--- src/hw/rtl/rkcd_pkg.sv ---
package rkcd_pkg;

	// width of one store word and of one span header field
	localparam int WORD_W  = 16;
	localparam int COUNT_W = 8;

	// source of the result loaded into the result register
	typedef enum logic [1:0] {
		RES_ZERO = 2'd0,
		RES_BASE = 2'd1,
		RES_ERR  = 2'd2,
		RES_CALC = 2'd3
	} res_sel_t;

	// commands from the controller to the datapath
	typedef struct packed {
		logic     latch;      // capture the input item
		logic     mem_write;  // store the latched word
		logic     hdr_read;   // read the header at the span pointer
		logic     hdr_step;   // evaluate a header, skip the span or select values
		logic     val1_read;  // read the first value
		logic     val1_take;  // capture first value, read the second
		logic     val2_take;  // capture second value
		logic     mul_blend;  // difference times blend fraction
		logic     add_blend;  // form the blended value
		logic     mul_scale;  // blended value times scale
		logic     res_set;    // load the result register
		res_sel_t res_sel;
		logic     out_load;   // move the result into the output register
	} dp_cmd_t;

	// status from the datapath to the controller
	typedef struct packed {
		logic kind;       // 1 for a query
		logic has_data;
		logic start_oob;  // channel start past the store
		logic skip;       // current header does not reach the frame
		logic next_oob;   // next span header past the store
		logic a1_oob;
		logic a2_oob;
		logic two;        // two values are blended
	} dp_status_t;

endpackage

--- src/hw/rtl/rkcd_ctrl.sv ---
module rkcd_ctrl (
	input  logic                 clk,
	input  logic                 arst_n,
	input  logic                 in_valid,
	output logic                 in_stall,
	output logic                 out_valid,
	input  logic                 out_stall,
	input  rkcd_pkg::dp_status_t status,
	output rkcd_pkg::dp_cmd_t    cmd
);

	typedef enum logic [10:0] {
		S_IDLE  = 11'b000_0000_0001,
		S_START = 11'b000_0000_0010,
		S_HDR   = 11'b000_0000_0100,
		S_RD1   = 11'b000_0000_1000,
		S_RD2   = 11'b000_0001_0000,
		S_V2    = 11'b000_0010_0000,
		S_MUL1  = 11'b000_0100_0000,
		S_BLEND = 11'b000_1000_0000,
		S_MUL2  = 11'b001_0000_0000,
		S_SUM   = 11'b010_0000_0000,
		S_FIN   = 11'b100_0000_0000
	} state_t;

	state_t state_q, state_d;
	logic   out_valid_q;
	logic   out_free;

	assign in_stall  = (state_q != S_IDLE);
	assign out_valid = out_valid_q;
	assign out_free  = !out_valid_q || !out_stall;

	// next state and datapath commands
	always_comb begin
		state_d     = state_q;
		cmd         = '0;
		cmd.res_sel = rkcd_pkg::RES_ZERO;
		unique case (state_q)
			S_IDLE: begin
				if (in_valid) begin
					cmd.latch = 1'b1;
					state_d   = S_START;
				end
			end
			S_START: begin
				priority if (!status.kind) begin
					cmd.mem_write = 1'b1;
					cmd.res_set   = 1'b1;
					cmd.res_sel   = rkcd_pkg::RES_ZERO;
					state_d       = S_FIN;
				end else if (!status.has_data) begin
					cmd.res_set = 1'b1;
					cmd.res_sel = rkcd_pkg::RES_BASE;
					state_d     = S_FIN;
				end else if (status.start_oob) begin
					cmd.res_set = 1'b1;
					cmd.res_sel = rkcd_pkg::RES_ERR;
					state_d     = S_FIN;
				end else begin
					cmd.hdr_read = 1'b1;
					state_d      = S_HDR;
				end
			end
			S_HDR: begin
				cmd.hdr_step = 1'b1;
				priority if (status.skip && status.next_oob) begin
					cmd.res_set = 1'b1;
					cmd.res_sel = rkcd_pkg::RES_ERR;
					state_d     = S_FIN;
				end else if (!status.skip) begin
					state_d = S_RD1;
				end else begin
					state_d = S_HDR;
				end
			end
			S_RD1: begin
				if (status.a1_oob) begin
					cmd.res_set = 1'b1;
					cmd.res_sel = rkcd_pkg::RES_ERR;
					state_d     = S_FIN;
				end else begin
					cmd.val1_read = 1'b1;
					state_d       = S_RD2;
				end
			end
			S_RD2: begin
				cmd.val1_take = 1'b1;
				priority if (status.two && status.a2_oob) begin
					cmd.res_set = 1'b1;
					cmd.res_sel = rkcd_pkg::RES_ERR;
					state_d     = S_FIN;
				end else if (status.two) begin
					state_d = S_V2;
				end else begin
					state_d = S_MUL1;
				end
			end
			S_V2: begin
				cmd.val2_take = 1'b1;
				state_d       = S_MUL1;
			end
			S_MUL1: begin
				cmd.mul_blend = 1'b1;
				state_d       = S_BLEND;
			end
			S_BLEND: begin
				cmd.add_blend = 1'b1;
				state_d       = S_MUL2;
			end
			S_MUL2: begin
				cmd.mul_scale = 1'b1;
				state_d       = S_SUM;
			end
			S_SUM: begin
				cmd.res_set = 1'b1;
				cmd.res_sel = rkcd_pkg::RES_CALC;
				state_d     = S_FIN;
			end
			S_FIN: begin
				if (out_free) begin
					cmd.out_load = 1'b1;
					state_d      = S_IDLE;
				end
			end
			default: begin
				state_d = S_IDLE;
			end
		endcase
	end

	// state register and output valid
	always_ff @(posedge clk or negedge arst_n) begin
		if (!arst_n) begin
			state_q     <= S_IDLE;
			out_valid_q <= 1'b0;
		end else begin
			state_q <= state_d;
			if (cmd.out_load) begin
				out_valid_q <= 1'b1;
			end else if (!out_stall) begin
				out_valid_q <= 1'b0;
			end
		end
	end

endmodule

--- config.mk ---
export PLATFORM = sky130hd
export DESIGN_NAME = rkcd_ctrl
export DESIGN_NICKNAME = d
export VERILOG_FILES = /design/src/hw/rtl/rkcd_pkg.sv /design/src/hw/rtl/rkcd_ctrl.sv
export SDC_FILE = /design/constraint.sdc
export NUM_CORES = 1
export LEC_CHECK = 0
export BUFFER_PORTS_ARGS = -buffer_cell sky130_fd_sc_hd__buf_2
export CORE_ASPECT_RATIO = 0.75
export CORE_MARGIN = 3
export CORE_UTILIZATION = 25
export DETAILED_ROUTE_END_ITERATION = 6
export PLACE_DENSITY = 0.49
export SYNTH_ARGS = -nofsm -noshare
export SYNTH_HDL_FRONTEND = slang
export SYNTH_SLANG_ARGS = --single-unit
--- constraint.sdc ---
create_clock -name clk -period 5 [get_ports clk]
set_input_delay 0.75 -clock clk [delete_from_list [all_inputs] [get_ports clk]]
set_output_delay 0.75 -clock clk [all_outputs]
set_load 0.03 [all_outputs]
==> metrics.md, run 1 <==
| Metric | Value |
|---|---|
| Status | `complete, no violations` |
| First-pass GRT wire length | `3739 um` |
| Ys flop type | `dfrtp_1` |
| Setup crit end kind | `output pin` |
| Die Span Y | `~56 um` |
| Die area | `0.004119 sq mm` |
| Post-CTS setup buffers | `0` |
| Worst-case reg-to-reg path depth | `4` |
| Max-Cap Viols | `0` |
| Vias in the first global route | `794` |
| Grt total ovfl | `0` |
| Initial antenna violation count | `0` |
| Largest net degree at the start of global routing | `13` |
| Mapped cell area | `around 840 sq um` |
| Endpoints failing setup | `0` |
| WS Path Type | `flop to output pin` |
| Synthesized area per cell | `8.446 sq um` |
| Max VDD drop | `just over 0.1 mV` |
| Cts repair resizes | `0` |
| CP max stage cell | `or4b_4` |
| Chip width | `73.12 um` |
| Hold Path Class | `input pin to asynchronous set/reset pin` |
| ANT nets after route | `0` |
| Num CTS Buffers | `3` |
| Total negative slack | `0 ns` |
| Synthesized flop and latch total | `12` |
| Nets | `139` |
| CTS tree | `yes` |
| Synth warn | `0` |
| WL/cell | `14.26 um` |
| Buffers & Inverters on Critical Path | `1` |
| DRT Pass-1 Iters | `4` |
| Vias per cell | `between 5 and 6` |
| Clock slew seen by the registers of the worst setup and hold paths | `0.06 ns` |
| Worst path cell trace | `or2_4 > or4b_4 > o221a_2 > o21ai_0 > buf_2` |
| Worst Skew | `0.006734 ns` |
| Worst Setup Start Kind | `flop` |
| Num rows | `17` |
| Reg2reg start | `state_q[9]` |
| Post-Place Worst Slack | `2.407 ns` |
| RD Place Congestion | `around 0.83` |
| Layout cells sized above 1 | `0.3016` |
| Worst R2R End | `state_q[2]` |
| Slew margin rel. | `0.6537` |
| DRC errors left | `0` |
| Clock Latency Late Sink | `0.25 ns` |
| Pin slew with the least headroom to its limit | `0.5147 ns` |
| F_max | `349.0 MHz` |
| Initial Utilization | `0.2738` |
| Clock buffer depth | `2` |
| Arrival time worst endpoint | `2.12 ns` |
| Cell family with most CP delay | `simple AND/OR/NAND/NOR gates` |
| Io pins | `28` |
| DR vias | `approximately 850` |
| Yosys cell types | `34` |
| Port Buffers | `27` |
| Pwr Density | `378.2 mW/mm^2` |
| Required @ worst endpoint | `4.25 ns` |
| Worst R2R Setup Slack | `~3.2 ns` |
| Root Driver | `clkbuf_8` |
| Final period util | `0.5731` |
| Synthesis-to-layout area growth | `25.78%` |
| Synth Instances | `100` |
| Hold Buf Count CTS | `0` |
| Async SR Flop Fraction | `1.000` |
| Mapped Nets | `about 110` |
| Sinks on the clock net | `12` |
| Worst setup margin | `2.135 ns` |
| GRT Resource Usage Total | `0.1160` |
| Leakage | `about 0.52 nW` |
| Final hold vios | `0` |
| Register area share after synthesis | `0.3570` |
| RSZ-0062 raised after global routing | `no` |
| Antenna diode count | `0` |
| Tmin final | `2.865 ns` |
| Slowest cell delay on critical path | `0.52 ns` |
| Final HPWL DP | `1754 um` |
| Fin. max-slew vios | `0` |
| Final WL | `2338 um` |
| CTS H-tree depth | `1` |
| DRT iter0 DRCs | `41` |
| Critical Path Fanout Max | `7` |
| Core footprint | `about 0.0031 sq mm` |
| Post-synth EDFFs | `0` |
## worst max-delay path by stage
stage,startpoint,end,slack (ns),cells after the start
after detailed placement,state_q[5],cmd[3],2.41,5
final,state_q[5],cmd[3],2.13,5
after global routing,state_q[9],cmd[11],1.95,5
after floorplan,state_q[9],cmd[5],2.22,4
after global placement,state_q[5],cmd[2],2.44,5
after CTS,state_q[5],cmd[3],2.13,5
## metrics by stage
step	instances	hold slack (ns)	utilization	cell area (sq um)	power, mW
6_report	164	0.3793	0.3444	1062	0.4018
5_1_grt	164	0.3992	0.3444	1062	0.4303
4_1_cts	164	0.3935	0.3444	1062	0.4053
3_5_place_dp	160	0.5527	0.3266	1007	0.2916
3_3_place_gp	160	0.5174	0.3266	1007	0.2904
2_1_floorplan	100	0.4544	-	844.6	0.2497
## where the power goes
group          internal, mW  switching [mW]  leakage (nW)
logic                0.0540          0.0991         0.324
registers             0.112          0.0262         0.163
clock network        0.0698          0.0411        0.0288
## cells in the final DEF, fill, tap and decap left out, types with 2 or more instances in the layout
master	synthesis	routed
a21oi_1	3	3
and3b_1	2	2
buf_2	1	27
clkbuf_8	0	4
dfrtp_1	11	11
inv_1	2	2
nand2_1	9	9
nand2b_1	4	4
nand3_1	4	4
nand4_1	4	4
nor2_1	13	13
nor2b_1	2	2
nor3_1	2	2
nor3b_1	2	2
nor4_1	7	7
nor4b_1	3	3
nor4bb_1	2	2
o21ai_0	6	6
o32ai_1	2	2
xor2_1	3	3
## routing by layer
metal,GRT usage,vias up,share of wire
met4,0.02368,0,0.0060
met1,0.1663,401,0.49
li1,-,427,-
met3,0.04293,2,0.077
met5,0,-,0
met2,0.1643,24,0.43
## cell usage after synthesis, types with 2 or more instances
cell type  number  area share
nor2b_1         2       0.015
clkbuf_1        4       0.018
nor4_1          7       0.052
o32ai_1         2       0.021
and3b_1         2       0.021
dfrtp_1        11        0.33
inv_1           2      0.0089
nand4_1         4       0.030
nand2b_1        4       0.030
nor4b_1         3       0.031
xor2_1          3       0.031
nor4bb_1        2       0.024
nor2_1         13       0.058
nand2_1         9       0.040
o21ai_0         6       0.036
nor3b_1         2       0.018
nand3_1         4       0.024
nor3_1          2       0.012
a21oi_1         3       0.018
## cell type report
type / instances / area (sq um)
Inverter: 2 / 7.507
Tap cell: 38 / 47.55
Sequential cell: 12 / 301.5
Multi-Input combinational cell: 81 / 515.5
Timing Repair Buffer: 27 / 135.1
Fill cell: 350 / 2022
Clock buffer: 4 / 55.05
## cells by family (layout without fill, tap and decap cells)
logic type / after synthesis / after routing / synth area share
and+or+nand+nor: 62 / 62 / 0.4519
buffers and inverters: 7 / 33 / 0.03259
DFF: 12 / 12 / 0.3570
xor gates and xnor gates: 3 / 3 / 0.03112
AOI/OAI and AO/OA: 16 / 16 / 0.1274
## state kept, by name, summed over array words and instances, names as in the netlist
register   cells
out_valid      1
state_q       11
(Power assumes the default switching activity.)
==> run 2: changes to the inputs <==
==> constraint.sdc (replaced) <==
create_clock -name clk -period 3 [get_ports clk]
set_input_delay 0.45 -clock clk [delete_from_list [all_inputs] [get_ports clk]]
set_output_delay 0.45 -clock clk [all_outputs]
set_load 0.03 [all_outputs]
==> metrics.md, run 2 (synthesized netlist as in run 1, its figures left out) <==
| Metric | Value |
|---|---|
| Largest register FFs | `11 (unchanged)` |
| Placed Cells | `160 (unchanged)` |
| Grt met1 use | `0.1790 (was 0.1663)` |
| Final period util | `0.8500` |
| Post-Place Worst Slack | `0.7208 ns (was 2.407 ns)` |
| Total negative slack | `0 ns (unchanged)` |
| Buffers & Inverters on Critical Path | `1 (unchanged)` |
| GRT Resource Usage Total | `0.1177 (was 0.1160)` |
| Sinks on the clock net | `12 (unchanged)` |
| Nets | `139 (unchanged)` |
| Initial antenna violation count | `0 (unchanged)` |
| Pwr Density | `623.6 mW/mm^2 (was 378.2 mW/mm^2)` |
| Critical Path Fanout Max | `10 (was 7)` |
| Worst setup margin | `0.4499 ns (was 2.135 ns)` |
| Synthesis-to-layout area growth | `25.78% (unchanged)` |
| CTS H-tree depth | `1 (unchanged)` |
| Max-Cap Viols | `0 (unchanged)` |
| Die area | `0.004119 sq mm (unchanged)` |
| Grt total ovfl | `0 (unchanged)` |
| Arrival time worst endpoint | `2.10 ns (was 2.12 ns)` |
| Port Buffers | `27 (unchanged)` |
| ANT nets after route | `0 (unchanged)` |
| Status | `complete, no violations (unchanged)` |
| Fin. max-slew vios | `0 (unchanged)` |
| Setup crit end kind | `output pin (unchanged)` |
| Chip width | `73.12 um (unchanged)` |
| Final hold vios | `0 (unchanged)` |
| DRT Pass-1 Iters | `4 (unchanged)` |
| RD Place Congestion | `0.8355 (was 0.8338)` |
| Most common cell after layout, fill and taps aside | `buf_2 (unchanged)` |
| Vias per cell | `5.110 (was 5.207)` |
| Die Span Y | `56.34 um (unchanged)` |
| Root Driver | `clkbuf_8 (unchanged)` |
| Antenna diode count | `0 (unchanged)` |
| Slowest cell delay on critical path | `0.51 ns (was 0.52 ns)` |
| Cts repair resizes | `0 (unchanged)` |
| CP max stage cell | `dfrtp_1 (was or4b_4)` |
| Clock slew seen by the registers of the worst setup and hold paths | `0.06 ns (about the same)` |
| Initial Utilization | `0.2738 (unchanged)` |
| DR vias | `838 (was 854)` |
| Placed Area | `0.001007 sq mm (unchanged)` |
| Final WL | `2268 um (was 2338 um)` |
| Hold Buf Count CTS | `0 (unchanged)` |
| Design area | `0.001062 sq mm (unchanged)` |
| First-pass GRT wire length | `3767 um (was 3739 um)` |
| Reg with most FFs | `state_q (unchanged)` |
| Required @ worst endpoint | `2.55 ns (was 4.25 ns)` |
| Slew margin rel. | `0.6022 (was 0.6537)` |
| Gr busiest metal | `met1 (unchanged)` |
| Leakage | `0.5153 nW (unchanged)` |
| F_max | `392.1 MHz` |
| Clock Latency Late Sink | `0.24 ns (was 0.25 ns)` |
| Max VDD drop | `0.1764 mV (was 0.1015 mV)` |
| Core footprint | `0.003084 sq mm (unchanged)` |
| GR met3 Demand/Resource | `0.04830 (was 0.04293)` |
| WL/cell | `13.83 um (was 14.26 um)` |
| Io pins | `28 (unchanged)` |
| Most frequent cells in the layout | `27 x buf_2, 13 x nor2_1, 11 x dfrtp_1 (unchanged)` |
| RSZ-0062 raised after global routing | `no (unchanged)` |
| Layout cells sized above 1 | `0.3016 (unchanged)` |
| Tmin final | `roughly 2.6 ns` |
| CTS tree | `yes (unchanged)` |
| Final HPWL DP | `1787 um (was 1754 um)` |
| DRT iter0 DRCs | `41 (unchanged)` |
| WS Path Type | `flop to output pin (unchanged)` |
| Num rows | `17 (unchanged)` |
| Post-CTS setup buffers | `0 (unchanged)` |
| Met2 capacity usage during global routing | `0.1554 (was 0.1643)` |
| Fin cells | `164 (unchanged)` |
| Worst path cell trace | `nor4_1 > and2_1 > nand3_1 > nor3_1 > buf_2 (was or2_4 > or4b_4 > o221a_2 > o21ai_0 > buf_2)` |
| Num CTS Buffers | `3 (unchanged)` |
| Endpoints failing setup | `0 (unchanged)` |
| Clock buffer depth | `2 (unchanged)` |
| DRC errors left | `0 (unchanged)` |
| Vias in the first global route | `778 (was 794)` |
| Worst Setup Start Kind | `flop (unchanged)` |
| Cell family with most CP delay | `simple AND/OR/NAND/NOR gates (unchanged)` |
| Largest net degree at the start of global routing | `13 (unchanged)` |
| Hold Path Class | `input pin to asynchronous set/reset pin (unchanged)` |
| Pin slew with the least headroom to its limit | `0.5912 ns (was 0.5147 ns)` |
| Worst Skew | `0.003030 ns (was 0.006734 ns)` |
-- run 2: cell counts in the layout (fill, tap and decap cells not counted) --
Identical to the previous run, type by type.
-- run 2: report_power, final --
part / leakage (nW) / internal [mW] / total, mW / switching [mW]
Combinational: 0.324 / 0.0901 / 0.255 / 0.165
Clock: 0.0288 / 0.116 / 0.181 / 0.0648
Sequential: 0.163 / 0.186 / 0.226 / 0.0402
-- run 2: cell type report --
cell class              instances  area, sq um
fillers                       324         2022
multi-input cells              81        515.5
well taps                      38        47.55
repair buffers                 27        135.1
clock buffers                   4        55.05
flip-flops and latches         12        301.5
inverters                       2        7.507
-- run 2: final timing paths --
path,from,endpoint,slack [ns],cells after the start
max,state_q[9],cmd[11],0.45,5
min,arst_n,state_q[6],0.08,1
max reg2reg,state_q[9],state_q[2],1.18,4
min reg2reg,out_valid,out_valid,0.54,2
max in group asynchronous,arst_n,state_q[0],2.64,1
min in group clk,status[4],state_q[3],0.39,2
-- run 2: per-layer routing --
metal	part of all wire	vias to the layer above
met2	0.40	28
met3	0.081	0
met5	0	-
met1	0.51	383
li1	-	427
met4	0	0
-- run 2: stage by stage --
stage          utilization  hold WS [ns]  power [mW]
6_report            0.3444       0.07934      0.6624
5_1_grt             0.3444       0.09210      0.7150
4_1_cts             0.3444       0.08863      0.6705
3_5_place_dp        0.3266        0.3517      0.4853
3_3_place_gp        0.3266        0.3548      0.4836
2_1_floorplan            -        0.1544      0.4161
-- run 2: worst register-to-register path: cells and delay by family, from the launching register on --
kind,cells,cell delay [ns]
AO/OA/AOI/OAI,1,0.31
flip-flops,1,0.51
AND/OR/NAND/NOR,3,0.89
